[src/rtl/bpr_pkg.sv]
// Package for the banked palette rotator.
// Holds field widths, operation and command codes, and the queued command type.
// No dependencies.
`default_nettype none

package bpr_pkg;

  localparam int OP_W    = 2;
  localparam int BANK_W  = 3;
  localparam int IDX_W   = 8;
  localparam int CHAN_W  = 8;
  localparam int COLOR_W = 3 * CHAN_W;

  // Operation codes on the input channel
  localparam logic [OP_W-1:0] OP_WRITE  = 2'd0;
  localparam logic [OP_W-1:0] OP_ROT_R  = 2'd1;
  localparam logic [OP_W-1:0] OP_ROT_L  = 2'd2;
  localparam logic [OP_W-1:0] OP_LOOKUP = 2'd3;

  // Command kinds between front and back
  localparam logic [1:0] CMD_WRITE  = 2'd0;
  localparam logic [1:0] CMD_ROTATE = 2'd1;
  localparam logic [1:0] CMD_COPY   = 2'd2;
  localparam logic [1:0] CMD_LOOKUP = 2'd3;

  localparam int CMD_DEPTH = 2;

  // idx_a: write/lookup entry, first rotate address, or copy source.
  // idx_b: rotate step count, or copy destination.
  typedef struct packed {
    logic [1:0]         kind;
    logic [BANK_W-1:0]  bank;
    logic [IDX_W-1:0]   idx_a;
    logic [IDX_W-1:0]   idx_b;
    logic               step_up;
    logic               blank;
    logic [COLOR_W-1:0] color;
  } bpr_cmd_t;

endpackage

`default_nettype wire

[src/rtl/bpr_cmd_fifo.sv]
// Short command queue between the front and back of the palette rotator.
// Depends on bpr_pkg for the command type and depth.
`default_nettype none

module bpr_cmd_fifo (
  input  wire logic               clk,
  input  wire logic               rst_n,
  input  wire logic               push,
  input  wire bpr_pkg::bpr_cmd_t  push_cmd,
  output logic                    full,
  output logic                    head_valid,
  output bpr_pkg::bpr_cmd_t       head_cmd,
  input  wire logic               pop
);
  import bpr_pkg::*;

  localparam int PW = (CMD_DEPTH > 1) ? $clog2(CMD_DEPTH) : 1;
  localparam int CW = $clog2(CMD_DEPTH + 1);

  bpr_cmd_t        slot_r [CMD_DEPTH];
  logic [PW-1:0]   wr_ptr_r;
  logic [PW-1:0]   wr_ptr_nxt;
  logic [PW-1:0]   rd_ptr_r;
  logic [PW-1:0]   rd_ptr_nxt;
  logic [CW-1:0]   count_r;
  logic [CW-1:0]   count_nxt;
  logic            do_push;
  logic            do_pop;

  assign full       = (count_r == CW'(CMD_DEPTH));
  assign head_valid = (count_r != '0);
  assign head_cmd   = slot_r[rd_ptr_r];
  assign do_push    = push && !full;
  assign do_pop     = pop && head_valid;

  always_comb begin
    wr_ptr_nxt = wr_ptr_r;
    rd_ptr_nxt = rd_ptr_r;
    count_nxt  = count_r;
    if (do_push) begin
      wr_ptr_nxt = (wr_ptr_r == PW'(CMD_DEPTH - 1)) ? '0 : wr_ptr_r + 1'b1;
    end
    if (do_pop) begin
      rd_ptr_nxt = (rd_ptr_r == PW'(CMD_DEPTH - 1)) ? '0 : rd_ptr_r + 1'b1;
    end
    if (do_push && !do_pop) begin
      count_nxt = count_r + 1'b1;
    end else if (do_pop && !do_push) begin
      count_nxt = count_r - 1'b1;
    end
  end

  always_ff @(posedge clk) begin
    if (!rst_n) begin
      wr_ptr_r <= '0;
      rd_ptr_r <= '0;
      count_r  <= '0;
    end else begin
      wr_ptr_r <= wr_ptr_nxt;
      rd_ptr_r <= rd_ptr_nxt;
      count_r  <= count_nxt;
    end
  end

  always_ff @(posedge clk) begin
    if (do_push) begin
      slot_r[wr_ptr_r] <= push_cmd;
    end
  end

endmodule

`default_nettype wire

[config.mk]
export PLATFORM = sky130hd
export DESIGN_NAME = bpr_cmd_fifo
export DESIGN_NICKNAME = d
export VERILOG_FILES = /design/src/rtl/bpr_pkg.sv /design/src/rtl/bpr_cmd_fifo.sv
export SDC_FILE = /design/constraint.sdc
export NUM_CORES = 1
export LEC_CHECK = 0
export ABC_AREA = 1
export BUFFER_PORTS_ARGS = -buffer_cell sky130_fd_sc_hd__buf_4
export CAP_MARGIN = 10
export CORE_ASPECT_RATIO = 0.8
export CORE_MARGIN = 2
export CORE_UTILIZATION = 34
export CTS_BUF_LIST = sky130_fd_sc_hd__clkbuf_8
export DETAILED_ROUTE_END_ITERATION = 12
export GPL_TIMING_DRIVEN = 1
export MAX_ROUTING_LAYER = met4
export PLACE_DENSITY_LB_ADDON = 0.25
export REMOVE_ABC_BUFFERS = 1
export SYNTH_ARGS = -nofsm -noshare
export SYNTH_HDL_FRONTEND = slang
export SYNTH_SLANG_ARGS = --single-unit
[constraint.sdc]
create_clock -name clk -period 3.7 [get_ports clk]
set_input_delay 0.37 -clock clk [delete_from_list [all_inputs] [get_ports clk]]
set_output_delay 0.37 -clock clk [all_outputs]
set_load 0.01 [all_outputs]
### Word-level counts from Yosys, hierarchy flattened

Memories as Yosys holds them, arrays and structs flattened. A register that Yosys moved wholly into a read port is not among the register bits.
Index checks and enable logic that the tools add are counted.

* register bits after elaboration: 4
* logic and storage cells: 26
* output and inout port bits: 49
* input bits: 51
* bits in writable memories: 94
* memories kept: 1

* $add $sub $neg: 4
* reduce and logical (&&, ||, !) cells: 9
* equality and inequality tests: 1
* multiplexer cells: 8

Memories
* slot_r: depth 2, bits a word 47, rd ports 1, clocked after Yosys merged registers in 1, write ports 1, RTL line bpr_cmd_fifo.sv:20 `bpr_cmd_t slot_r [CMD_DEPTH];`

Operators with widths (count)
* 1-bit two-way mux: 6
* 1-bit logical AND: 4
* 2-bit two-way mux: 2
* 2-bit nonzero test: 2
* 1-bit zero test: 3
* 1-bit adder, second input constant: 2
* 2-bit by 1-bit adder with 2-bit output, second input constant: 1
* 2-bit equality test, second input constant: 1
* 2-bit by 1-bit subtractor with 2-bit output, second input constant: 1

### Depth between registers and ports, before layout

* depth in word-level cells: 7
* mapped depth: 10
* gate-level depth less buffers: 10

### Least setup slack after synthesis

Ideal clock, no wire load.

* kind: register -> register
* start point: register count_r[1]
* end point: memory slot_r[0][0] (netlist bit), enable pin
* clock period less this slack: 2915 ps
* data required time: 3249 ps
* library setup time: 451 ps
* data arrival time: 2464 ps
* path slack: 785 ps
* cell stages (with the launch flop): 4
* buffers on the path: 0
* path through: dfxtp_1 > inv_1 > o21ai_2 > nor2_1

* word-level cells in the longest chain between the ends: 5

Ends and longest elaborated chain
* start, declared: RTL line bpr_cmd_fifo.sv:25 `logic [CW-1:0] count_r;`
* start signal, assigned: RTL line bpr_cmd_fifo.sv:61 `count_r <= count_nxt;`
* 2-bit equality test: RTL line bpr_cmd_fifo.sv:30 `assign full = (count_r == CW'(CMD_DEPTH));`
* 1-bit zero test: RTL line bpr_cmd_fifo.sv:33 `assign do_push = push && !full;`
* 1-bit logical AND: RTL line bpr_cmd_fifo.sv:33
* 1-bit two-way mux: RTL line bpr_cmd_fifo.sv:66 `if (do_push) begin`
* 1-bit two-way mux (implied by the code): RTL line bpr_cmd_fifo.sv:67 `slot_r[wr_ptr_r] <= push_cmd;`
* end, declared: RTL line bpr_cmd_fifo.sv:20

Every way passes these cells.

==> insert_results.sql <==
INSERT INTO impl_metrics (metric_group, metric, value, unit) VALUES
('run_status', 'status', 'finished, final reports clean', ''),
('power', 'power.share.switching', '26.98', '%'),
('logic_synthesis', 'synth_warnings', '0', ''),
('power', 'max-vdd-ir-drop', '0.0003732', 'V'),
('clock_tree', 'clock_latency', '350', 'ps'),
('placement', 'portBuffers', '99', ''),
('power', 'clockPowerShare', '19.0', '%'),
('timing', 'fin_setup_tns', '0', 'ps'),
('clock_tree', 'cts_htree_levels', '3', ''),
('logic_synthesis', 'xor_xnor_portion_of_the_synthesized_cell_area', '0', '%'),
('worst_setup_path', 'rrSetupSlack', '2100', 'ps'),
('timing', 'final-setup-viol-count', '0', ''),
('worst_setup_path', 'r2r.worst_path.cells', '4', ''),
('routing', 'detail-route-antenna-nets', '0', ''),
('routing', 'vias_per_cell', '4.350', ''),
('global_routing', 'first_pass_grt_wire_length', '9.425', 'mm'),
('clock_tree', 'clock_sink_count', '99', ''),
('logic_synthesis', 'synth_adder_area_share', '0.3328', '%'),
('routing', 'drc', '0', ''),
('timing', 'final_min_period_over_clock_period', '61.60', '%'),
('global_routing', 'grt_pass1_vias', '1873', ''),
('timing', 'worst_slew_margin_rel', '55.97', '%'),
('clock_tree', 'cts-resized-gates', '0', ''),
('placement', 'detailed_placement_hpwl', '4.085', 'mm'),
('die', 'die-area', '11920', 'µm²'),
('logic_synthesis', 'synthesis.instances', '183', ''),
('run', 'cap_violations', '0', ''),
('global_routing', 'grt_overflow_total', '0', ''),
('logic_synthesis', 'synth-seq-area-share', '77.74', '%'),
('worst_setup_path', 'worst-endpoint-required', '3330', 'ps'),
('worst_setup_path', 'critPathLaunchType', 'flip-flop', ''),
('worst_setup_path', 'most_frequent_cell_on_critical_path', 'sky130_fd_sc_hd__buf_4', ''),
('routing', 'drt-pass1-iter-count', '4', ''),
('logic_synthesis', 'synth_top_family_by_area', 'multiplexers', ''),
('timing', 'report.final.hold_viol_count', '0', ''),
('logic_synthesis', 'synth-compound-area-share', '0.8319', '%'),
('die', 'die_y', '98.06', 'µm'),
('die', 'top_level_ports', '100', ''),
('global_routing', 'grt_use_total', '11.09', '%'),
('global_routing', 'antenna_found_initial', '0', ''),
('cells_and_area', 'num-nets-final', '344', ''),
('power', 'power_per_cell_area', '598.4', 'nW/µm²'),
('worst_setup_path', 'crit_buf_inv', '2', ''),
('clock_tree', 'cts_buf_count', '9', ''),
('routing', 'route.vias.total', '1914', ''),
('worst_setup_path', 'critical_path.slowest_cell', 'sky130_fd_sc_hd__dfxtp_2', ''),
('power', 'share_comb_of_total_power', '29.6', '%'),
('clock_tree', 'postCtsSetupRepairBufs', '0', ''),
('cells_and_area', 'layout_common_cells', 'sky130_fd_sc_hd__buf_4 (103), sky130_fd_sc_hd__edfxtp_1 (94), sky130_fd_sc_hd__mux2_4 (30), sky130_fd_sc_hd__mux2_2 (17), sky130_fd_sc_hd__clkbuf_8 (9)', ''),
('die', 'initial_core_util', '34.80', '%'),
('logic_synthesis', 'yosys_register_bits', '99', ''),
('logic_synthesis', 'synth_cell_type_count', '16', ''),
('worst_setup_path', 'critical-path-max-stage-delay', '640', 'ps'),
('cells_and_area', 'drive_above_1_share', '55.41', '%'),
('die', 'chipWidth', '121.6', 'µm'),
('routing', 'drt_first_iter_violations', '122', ''),
('power', 'p_leak', '0.001860', 'µW'),
('worst_setup_path', 'timing_worst_setup_path_type', 'reg2out', ''),
('worst_setup_path', 'crit_path_cell_trace', 'buf_4, mux2_2, buf_4', ''),
('power', 'net-switching-power', '779.3', 'µW'),
('logic_synthesis', 'synth_mux_area_share', '17.07', '%'),
('min_path', 'min-delay-path-class', 'in2reg', ''),
('cells_and_area', 'synthToLayoutAreaGrowth', '28.39', '%'),
('timing', 'final-max-slew-violation-count', '0', ''),
('worst_setup_path', 'kind_of_cell_adding_the_most_delay_to_the_critical_path', 'flip-flops', ''),
('clock_tree', 'worst_setup_hold_path_clk_slew', '80', 'ps'),
('clock_tree', 'clk_path_buf_depth', '2', ''),
('clock_tree', 'hold_buffers', '0', ''),
('placement', 'gp_congestion', '0.6734', ''),
('timing', 'maxClockFrequency', '0.4387', 'GHz'),
('die', 'floorplan.rows', '34', '');
## sequential cells by signal, indices dropped and copies added (netlist names), named ones only
name and cells:
slot_r 94, rd_ptr_r 1, count_r 2, wr_ptr_r 1
## kinds of logic (layout without fill, tap and decap cells)
kind of cell             count (synthesis)  count (layout)
buffers and inverters                   13             126
AO/OA/AOI/OAI                            5               5
AND/OR/NAND/NOR                         18              18
adder cells (fa/ha/maj)                  1               1
multiplexers                            47              47
flip-flops                              99              99
## worst reg2reg max path, delay by kind of cell (launching register included)
family,cells,cell delay [ps]
and+or+nand+nor,1,90
buffers and inverters,2,650
AOI/OAI and AO/OA,1,130
DFF,1,330
## per-layer routing
layer / share of wire (%) / track usage [%]
met4: 1.6 / 4.244
met5: 0 / -
met3: 7.2 / 4.206
met1: 47 / 14.16
met2: 44 / 16.03
## synth_stat cells
| master | count | share of area (%) |
|---|---|---|
| sky130_fd_sc_hd__mux2_4 | 30 | 12 |
| sky130_fd_sc_hd__buf_2 | 1 | 0.13 |
| sky130_fd_sc_hd__buf_6 | 4 | 1.2 |
| sky130_fd_sc_hd__dfxtp_1 | 5 | 2.7 |
| sky130_fd_sc_hd__o21a_1 | 1 | 0.20 |
| sky130_fd_sc_hd__a21oi_1 | 1 | 0.13 |
| sky130_fd_sc_hd__edfxtp_1 | 94 | 75 |
| sky130_fd_sc_hd__ha_1 | 1 | 0.33 |
| sky130_fd_sc_hd__o21ai_2 | 1 | 0.23 |
| sky130_fd_sc_hd__nand2_1 | 7 | 0.70 |
| sky130_fd_sc_hd__nor2_1 | 9 | 0.90 |
| sky130_fd_sc_hd__mux2_2 | 17 | 5.1 |
| sky130_fd_sc_hd__nand4_1 | 1 | 0.17 |
| sky130_fd_sc_hd__nand3_1 | 1 | 0.13 |
| sky130_fd_sc_hd__o21ai_0 | 2 | 0.27 |
| sky130_fd_sc_hd__inv_1 | 8 | 0.80 |
## cell type report
type | count | area [µm²] | area share (%)
multi-input cells | 71 | 772.0 | 15.99
inverters | 8 | 30.03 | 0.6221
clock inverters | 6 | 23.77 | 0.4925
well taps | 144 | 180.2 | 3.733
flip-flops and latches | 99 | 2924 | 60.58
clock buffers | 9 | 123.9 | 2.566
repair buffers | 103 | 773.2 | 16.02
## metrics by stage
| stage | total power [µW] | hold WS, ps | setup slack (ps) | std cells | area, µm² |
|---|---|---|---|---|---|
| after global placement | 2377 | 480.8 | 1762 | 425 | 4679 |
| after global routing | 3050 | 171.9 | 1285 | 440 | 4827 |
| after CTS | 2945 | 163.9 | 1343 | 440 | 4827 |
| final | 2889 | 202.9 | 1421 | 440 | 4827 |
| after detailed placement | 2385 | 490.7 | 1756 | 425 | 4679 |
| after floorplan | 2006 | 466.9 | 784.6 | 178 | 3710 |
## worst paths after layout
check                                  start            end
worst min-delay path            push_cmd[31]  slot_r[0][31]
worst max register to register    count_r[1]  slot_r[0][23]
worst min register to register      rd_ptr_r       rd_ptr_r
worst max-delay path               flip-flop   head_cmd[37]
## power groups by stage
stage	Combinational (µW)	Sequential [µW]	Clock (µW)
6_report	855	1480	550
5_1_grt	924	1500	626
4_1_cts	876	1490	583
3_5_place_dp	874	1510	0
3_3_place_gp	869	1510	0
2_1_floorplan	471	1540	0
Power figures use the tool's default switching activity.
