==> src/rtl/bpr_pkg.sv <==
// Package for the banked palette rotator.
// Holds field widths, operation and command codes, and the queued command type.
// No dependencies.
`default_nettype none

package bpr_pkg;

  localparam int OP_W    = 2;
  localparam int BANK_W  = 3;
  localparam int IDX_W   = 8;
  localparam int CHAN_W  = 8;
  localparam int COLOR_W = 3 * CHAN_W;

  // Operation codes on the input channel
  localparam logic [OP_W-1:0] OP_WRITE  = 2'd0;
  localparam logic [OP_W-1:0] OP_ROT_R  = 2'd1;
  localparam logic [OP_W-1:0] OP_ROT_L  = 2'd2;
  localparam logic [OP_W-1:0] OP_LOOKUP = 2'd3;

  // Command kinds between front and back
  localparam logic [1:0] CMD_WRITE  = 2'd0;
  localparam logic [1:0] CMD_ROTATE = 2'd1;
  localparam logic [1:0] CMD_COPY   = 2'd2;
  localparam logic [1:0] CMD_LOOKUP = 2'd3;

  localparam int CMD_DEPTH = 2;

  // idx_a: write/lookup entry, first rotate address, or copy source.
  // idx_b: rotate step count, or copy destination.
  typedef struct packed {
    logic [1:0]         kind;
    logic [BANK_W-1:0]  bank;
    logic [IDX_W-1:0]   idx_a;
    logic [IDX_W-1:0]   idx_b;
    logic               step_up;
    logic               blank;
    logic [COLOR_W-1:0] color;
  } bpr_cmd_t;

endpackage

`default_nettype wire

==> src/rtl/bpr_in_if.sv <==
// Input channel of the palette rotator: valid/ready plus one request.
// Depends on bpr_pkg for field widths.
`default_nettype none

interface bpr_in_if;
  import bpr_pkg::*;

  logic              valid;
  logic              ready;
  logic [OP_W-1:0]   operation;
  logic [BANK_W-1:0] bank;
  logic [IDX_W-1:0]  first_index;
  logic [IDX_W-1:0]  last_index;
  logic [CHAN_W-1:0] red_in;
  logic [CHAN_W-1:0] green_in;
  logic [CHAN_W-1:0] blue_in;

  modport source (
    output valid, operation, bank, first_index, last_index, red_in, green_in, blue_in,
    input  ready
  );

  modport sink (
    input  valid, operation, bank, first_index, last_index, red_in, green_in, blue_in,
    output ready
  );
endinterface

`default_nettype wire

==> src/rtl/bpr_front.sv <==
// Front end: accepts requests, holds the active bank register, checks ranges
// and queues a command per passing request. Depends on bpr_pkg, bpr_in_if.
`default_nettype none

module bpr_front #(
  parameter int BANK_COUNT   = 8,
  parameter int BANK_ENTRIES = 256
) (
  input  wire logic                   clk,
  input  wire logic                   rst_n,
  bpr_in_if.sink                      in_chan,
  input  wire logic                   cfg_we,
  input  wire logic [bpr_pkg::BANK_W-1:0] cfg_wdata,
  input  wire logic                   clearing,
  input  wire logic                   q_full,
  output logic                        q_push,
  output bpr_pkg::bpr_cmd_t           q_cmd
);
  import bpr_pkg::*;

  localparam logic [8:0] BANK_LIM  = 9'(BANK_COUNT);
  localparam logic [8:0] ENTRY_LIM = 9'(BANK_ENTRIES);

  logic [BANK_W-1:0] active_bank_r;
  logic              accept;
  logic              bank_ok;
  logic              act_ok;
  logic              first_ok;
  logic              last_ok;
  logic              keep;
  logic [IDX_W-1:0]  first;
  logic [IDX_W-1:0]  last;
  logic              right;

  always_ff @(posedge clk) begin
    if (!rst_n) begin
      active_bank_r <= '0;
    end else if (cfg_we) begin
      active_bank_r <= cfg_wdata;
    end
  end

  assign in_chan.ready = !q_full && !clearing;
  assign accept        = in_chan.valid && in_chan.ready;

  assign first    = in_chan.first_index;
  assign last     = in_chan.last_index;
  assign right    = (in_chan.operation == OP_ROT_R);
  assign bank_ok  = {6'b0, in_chan.bank} < BANK_LIM;
  assign act_ok   = {6'b0, active_bank_r} < BANK_LIM;
  assign first_ok = {1'b0, first} < ENTRY_LIM;
  assign last_ok  = {1'b0, last} < ENTRY_LIM;

  always_comb begin
    q_cmd       = '0;
    q_cmd.bank  = in_chan.bank;
    q_cmd.color = {in_chan.red_in, in_chan.green_in, in_chan.blue_in};
    keep        = 1'b0;
    unique case (in_chan.operation)
      OP_LOOKUP: begin
        q_cmd.kind  = CMD_LOOKUP;
        q_cmd.bank  = active_bank_r;
        q_cmd.idx_a = first;
        q_cmd.blank = !(act_ok && first_ok);
        keep        = 1'b1;
      end
      OP_WRITE: begin
        q_cmd.kind  = CMD_WRITE;
        q_cmd.idx_a = first;
        keep        = bank_ok && first_ok;
      end
      OP_ROT_R, OP_ROT_L: begin
        keep = bank_ok && first_ok && last_ok && (first != last);
        if (first < last) begin
          // walk from the wrapping entry toward the other end
          q_cmd.kind    = CMD_ROTATE;
          q_cmd.idx_a   = right ? last : first;
          q_cmd.idx_b   = last - first;
          q_cmd.step_up = !right;
        end else begin
          // reversed range degenerates to a single copy
          q_cmd.kind  = CMD_COPY;
          q_cmd.idx_a = right ? last : first;
          q_cmd.idx_b = right ? first : last;
        end
      end
      default: begin
        keep = 1'b0;
      end
    endcase
  end

  assign q_push = accept && keep;

endmodule

`default_nettype wire

==> src/flat_wrapper.sv <==
// flat-port wrapper written by rule: the top's interface ports become plain ports
module bpr_front_flat import bpr_pkg::*;
#(
  parameter int BANK_COUNT   = 8,
  parameter int BANK_ENTRIES = 256
)
  (clk, rst_n, cfg_we, cfg_wdata, clearing, q_full, q_push, q_cmd, in_chan_valid, in_chan_operation, in_chan_bank, in_chan_first_index, in_chan_last_index, in_chan_red_in, in_chan_green_in, in_chan_blue_in, in_chan_ready);
  bpr_in_if in_chan_i ();
  input  wire logic clk;
  input  wire logic rst_n;
  input  wire logic cfg_we;
  input  wire logic [bpr_pkg::BANK_W-1:0] cfg_wdata;
  input  wire logic clearing;
  input  wire logic q_full;
  output logic q_push;
  output bpr_pkg::bpr_cmd_t q_cmd;
  input wire logic [$bits(in_chan_i.valid)-1:0] in_chan_valid;
  input wire logic [$bits(in_chan_i.operation)-1:0] in_chan_operation;
  input wire logic [$bits(in_chan_i.bank)-1:0] in_chan_bank;
  input wire logic [$bits(in_chan_i.first_index)-1:0] in_chan_first_index;
  input wire logic [$bits(in_chan_i.last_index)-1:0] in_chan_last_index;
  input wire logic [$bits(in_chan_i.red_in)-1:0] in_chan_red_in;
  input wire logic [$bits(in_chan_i.green_in)-1:0] in_chan_green_in;
  input wire logic [$bits(in_chan_i.blue_in)-1:0] in_chan_blue_in;
  output wire logic [$bits(in_chan_i.ready)-1:0] in_chan_ready;
  assign in_chan_i.valid = in_chan_valid;
  assign in_chan_i.operation = in_chan_operation;
  assign in_chan_i.bank = in_chan_bank;
  assign in_chan_i.first_index = in_chan_first_index;
  assign in_chan_i.last_index = in_chan_last_index;
  assign in_chan_i.red_in = in_chan_red_in;
  assign in_chan_i.green_in = in_chan_green_in;
  assign in_chan_i.blue_in = in_chan_blue_in;
  assign in_chan_ready = in_chan_i.ready;
  bpr_front #(.BANK_COUNT(BANK_COUNT), .BANK_ENTRIES(BANK_ENTRIES)) u_core (.clk(clk), .rst_n(rst_n), .in_chan(in_chan_i), .cfg_we(cfg_we), .cfg_wdata(cfg_wdata), .clearing(clearing), .q_full(q_full), .q_push(q_push), .q_cmd(q_cmd));
endmodule
==> config.mk <==
export PLATFORM = sky130hd
export DESIGN_NAME = bpr_front_flat
export DESIGN_NICKNAME = d
export VERILOG_FILES = /design/src/rtl/bpr_pkg.sv /design/src/rtl/bpr_in_if.sv /design/src/rtl/bpr_front.sv /design/src/flat_wrapper.sv
export SDC_FILE = /design/constraint.sdc
export NUM_CORES = 1
export LEC_CHECK = 0
export BUFFER_PORTS_ARGS = -buffer_cell sky130_fd_sc_hd__buf_4
export CAP_MARGIN = 0
export CORE_MARGIN = 5
export CORE_UTILIZATION = 35
export CTS_CLUSTER_SIZE = 8
export DETAILED_ROUTE_END_ITERATION = 10
export PLACE_DENSITY = 0.79
export SYNTH_ARGS = -nofsm -noshare
export SYNTH_HDL_FRONTEND = slang
export SYNTH_SLANG_ARGS = --single-unit
==> constraint.sdc <==
create_clock -name clk -period 2.3 [get_ports clk]
set_clock_uncertainty 0.15 [all_clocks]
set_input_delay 0.23 -clock clk [delete_from_list [all_inputs] [get_ports clk]]
set_output_delay 0.23 -clock clk [all_outputs]
set_load 0.1 [all_outputs]
======== Word-level counts from Yosys, hierarchy flattened ========
Cells that the tools add are included.
word-level totals
  logic and storage cells ................. 26
  register bits after elaboration ......... 3
  input port bits ......................... 54
operators by class
  eq/ne operators ......................... 4
  $lt $le $gt $ge ......................... 1
  add/sub/neg operators ................... 1
  reduce and logical (&&, ||, !) cells .... 9
  multiplexer cells ....................... 10
operators by type and width
  operator                                                         number
  8-bit 2-to-1 mux                                                 3
  8-bit case mux with 2 select lines                               1
  9-bit 2-to-1 mux                                                 1
  8-bit less-than comparator                                       1
  8-bit inequality test                                            1
  8-bit subtractor                                                 1
  2-bit case mux with 3 select lines                               1
  2-bit == test, second input constant                             2
  2-bit OR reduction                                               2
  1-bit logical AND                                                3
  1-bit logical NOT                                                3
  3-bit 2-to-1 mux                                                 1
  2-bit by 1-bit == test with 1-bit output, second input constant  1
  2-bit logical NOT                                                1
  2-bit 2-to-1 mux                                                 1
  1-bit case mux with 2 select lines                               1
  1-bit 2-to-1 mux                                                 1

======== Longest topological paths before layout ========
  word-level depth ........................ 4
  mapped depth ............................ 11

======== Worst setup path after synthesis ========
No wires, ideal clock.
  path type ............................... input to output
  start point ............................. input port in_chan_last_index[0]
  end point ............................... output port q_cmd[32] (netlist bit)
  stages .................................. 10
  buffers on the path ..................... 1
  required time ........................... 1.920 ns
  arrival time ............................ 3.865 ns
  path slack .............................. -1.945 ns
  path through ............................ inv_1 -> ha_1 -> inv_1 -> fa_1 -> a211o_1 -> a211oi_1 -> or3_1 -> buf_6 -> inv_1 -> a21boi_0
RTL lines
  element             line                source
  start: declaration  flat_wrapper.sv:21  input wire logic [$bits(in_chan_i.last_index)-1:0] in_chan_last_index;
  end: declaration    flat_wrapper.sv:16  output bpr_pkg::bpr_cmd_t q_cmd;

==> impl_metrics.ini <==
[route]
viasPerCell = 5.145
routed_wire_length_per_instance_um = 15.62
drc_errors = 0
vias = 1312
final_antenna_net_count = 0
drtIter0Drc = 27
routed_wl_mm = 3.982
dr.pass1.iters = 5

[global_route]
grt_antenna_before_repair = 0
grt-busiest-layer = met2
global_route.usage.met2_pct = 37.06
wire_length_of_the_first_global_routing_pass_mm = 6.617
maximum_number_of_pins_on_one_net_before_global_route_repair = 26
overflow = 0
first_global_vias = 1452
groute.layer.met1.usage_pct = 18.45
grt_util_all_layers_pct = 19.09
grt_use_met3_pct = 3.993

[cts]
cts_sinks = 3
htree_levels = 1
cts_buffer_depth = 2
number_of_hold_buffers_added_after_cts = 0
clock_tree_from_tritoncts = yes
cts.clk_slew.worst_paths_ps = 40
worstSkewPairLatency_ps = 240
cts_root_buf = clkbuf_4
numCtsBuffers = 3

[placement]
placed_cells = 248
place.port_buffers = 53
rd_place_congestion = 0.8389
hpwl_mm = 2.949

[worst_setup_path]
critical_path_class = in -> out
critical_path.startpoint_type = input pin
regToRegSetupSlack_ps = 1530
worst-endpoint-arrival_ps = 2300
setup.worst_path.end_class = output port
timing.critical_path.fanout_max = 5
worst_ep_required_time_ps = 1920
reg2regPathDepth = 2

[logic_synthesis]
synthesis.yosys.warnings = 0
ys_seq_elements = 3
syn_area_per_cell_um2 = 7.716
portion_of_synthesized_cell_area_occupied_by_the_leading_cell_type_pct = 16.22
ys_top_cells_by_area = buf_4 16%, ha_1 12%, mux2i_1 10%
synth_largest_area_cell = buf_4
syn-cell-area_um2 = 1157
synth.net_count = 216
post_synth_inst_count = 150
yosysSeqAreaShare_pct = 5.189
synth_cell_type_count = 35

[timing]
finalSetupViolCount = 11
final_hold_viol_count = 0
period_needed_ps = 2677
grt_setup_unrepaired = yes
slew_viol_final = 0
clock.fmax_mhz = 373.5
fin_setup_tns_ps = -3226
final_min_period_over_clock_period_pct = 116.4
setup_ws_ps = -377.1

[finish]
flip_flop_count_of_the_largest_register_all_copies_and_words_added = 3
largestRegisters = u_core.active_bank_r (3)
insertedDiodeCount = 0
layout-area-overhead-vs-synth_pct = 82.81
layoutNonFillerInstCount = 255
finish.net_count = 278
ratio_of_cells_with_drive_above_1_in_the_final_layout_pct = 64.93
top_register = u_core.active_bank_r

[floorplanning]
die-area_um2 = 4557
num_rows = 20
dieWidth_um = 67.51
initial_core_util_pct = 37.30
pin_count = 103
die_height_um = 67.51
core_um2 = 3103

[power_and_ir_drop]
ir_worst_vdd_v = 0.0002928
total_power_consumption_mw = 1.133
power_density_nw_per_um2 = 535.6
leakagePower_nw = 0.9484

[outcome]
failed_checks = setup timing
run_status = complete, but fails checks

[run]
max_cap_viol_count = 0

[hold_path]
holdPathStages = 2
min_path_type = in -> reg
[placed cells by master, fill, tap and decap left out, drive strengths merged, types with 4 or more instances in the layout]
master and instances:
a21oi 7, ha 11, mux2i 12, clkbuf 4
nor2 8, o21ai 8, a211oi 9, inv 13
xor2 4, mux2 4, nand3b 5, buf 89
nand2 9
[layout make-up]
class	count	area (um2)
Multi-Input combinational cell	101	1060
Inverter	14	68.82
Sequential cell	3	60.06
Tap cell	44	55.05
Timing Repair Buffer	89	845.8
Fill cell	231	987.2
Clock buffer	4	26.28
[metrics by stage]
step / hold WS, ps / setup WS [ps] / util, % / area (um2)
final: 70.88 / -377.1 / 68.19 / 2116
after global routing: 82.77 / -449.5 / 68.19 / 2116
after floorplan: 208.2 / -607.6 / - / 1404
after global placement: 305.4 / -422.7 / 60.20 / 1868
after CTS: 70.49 / -271.7 / 67.58 / 2097
after detailed placement: 310.7 / -488.6 / 60.20 / 1868
[what timing repair did]
action	in CTS	in global routing
endpoints found under the setup margin	11	11
pin swaps	8	2
gates resized for setup	43	3
buffers inserted	3	0
[final timing paths]
| check | startpoint | end |
|---|---|---|
| min reg2reg | u_core.active_bank_r[2] | u_core.active_bank_r[2] |
| max reg2reg | u_core.active_bank_r[0] | u_core.active_bank_r[0] |
| min | rst_n | u_core.active_bank_r[2] |
| max | in_chan_last_index[0] | q_cmd[31] |
[Yosys cell counts (all sizes together)]
cell,instances
nor2,8
mux2i,12
nand2,9
buf,31
nor3,3
o211a,1
dfxtp,3
o2111ai,1
or4b,1
or3,1
o311a,1
a211oi,9
mux2,4
nor2b,3
ha,11
o21ai,8
a211o,2
o22ai,1
nand4,2
xor2,4
conb,1
clkbuf,1
nand3b,5
o21a,2
a21o,2
fa,1
a21oi,7
inv,14
a21boi,2
[cells by family after synthesis]
family | after synthesis | share of synthesized area [%]
compound gates | 36 | 23.57
xor+xnor | 4 | 3.027
fa+ha+maj | 12 | 13.62
buf+inv | 46 | 25.40
flops | 3 | 5.189
mux | 16 | 14.27
other cells | 1 | 0.3240
simple gates | 32 | 14.59
[per-layer routing]
layer	vias to the layer above	routed length, um
met5	-	0
met4	0	157
met3	28	280
met2	62	2195
met1	605	1348
li1	617	-
[where the power goes]
group | switching (mW) | internal [mW]
logic | 0.601 | 0.376
clock network | 0.0336 | 0.0654
registers | 0.00158 | 0.0554
[critical path: stages]
cell      delay (ps)
buf_12           110
inv_12            40
ha_4             120
inv_2             40
fa_2             350
a211o_1          290
a211oi_2         230
or3_4            220
buf_6            140
nor3_2            60
a211oi_4         250
buf_12           210
No activity file was read; power rests on OpenSTA's default activity.
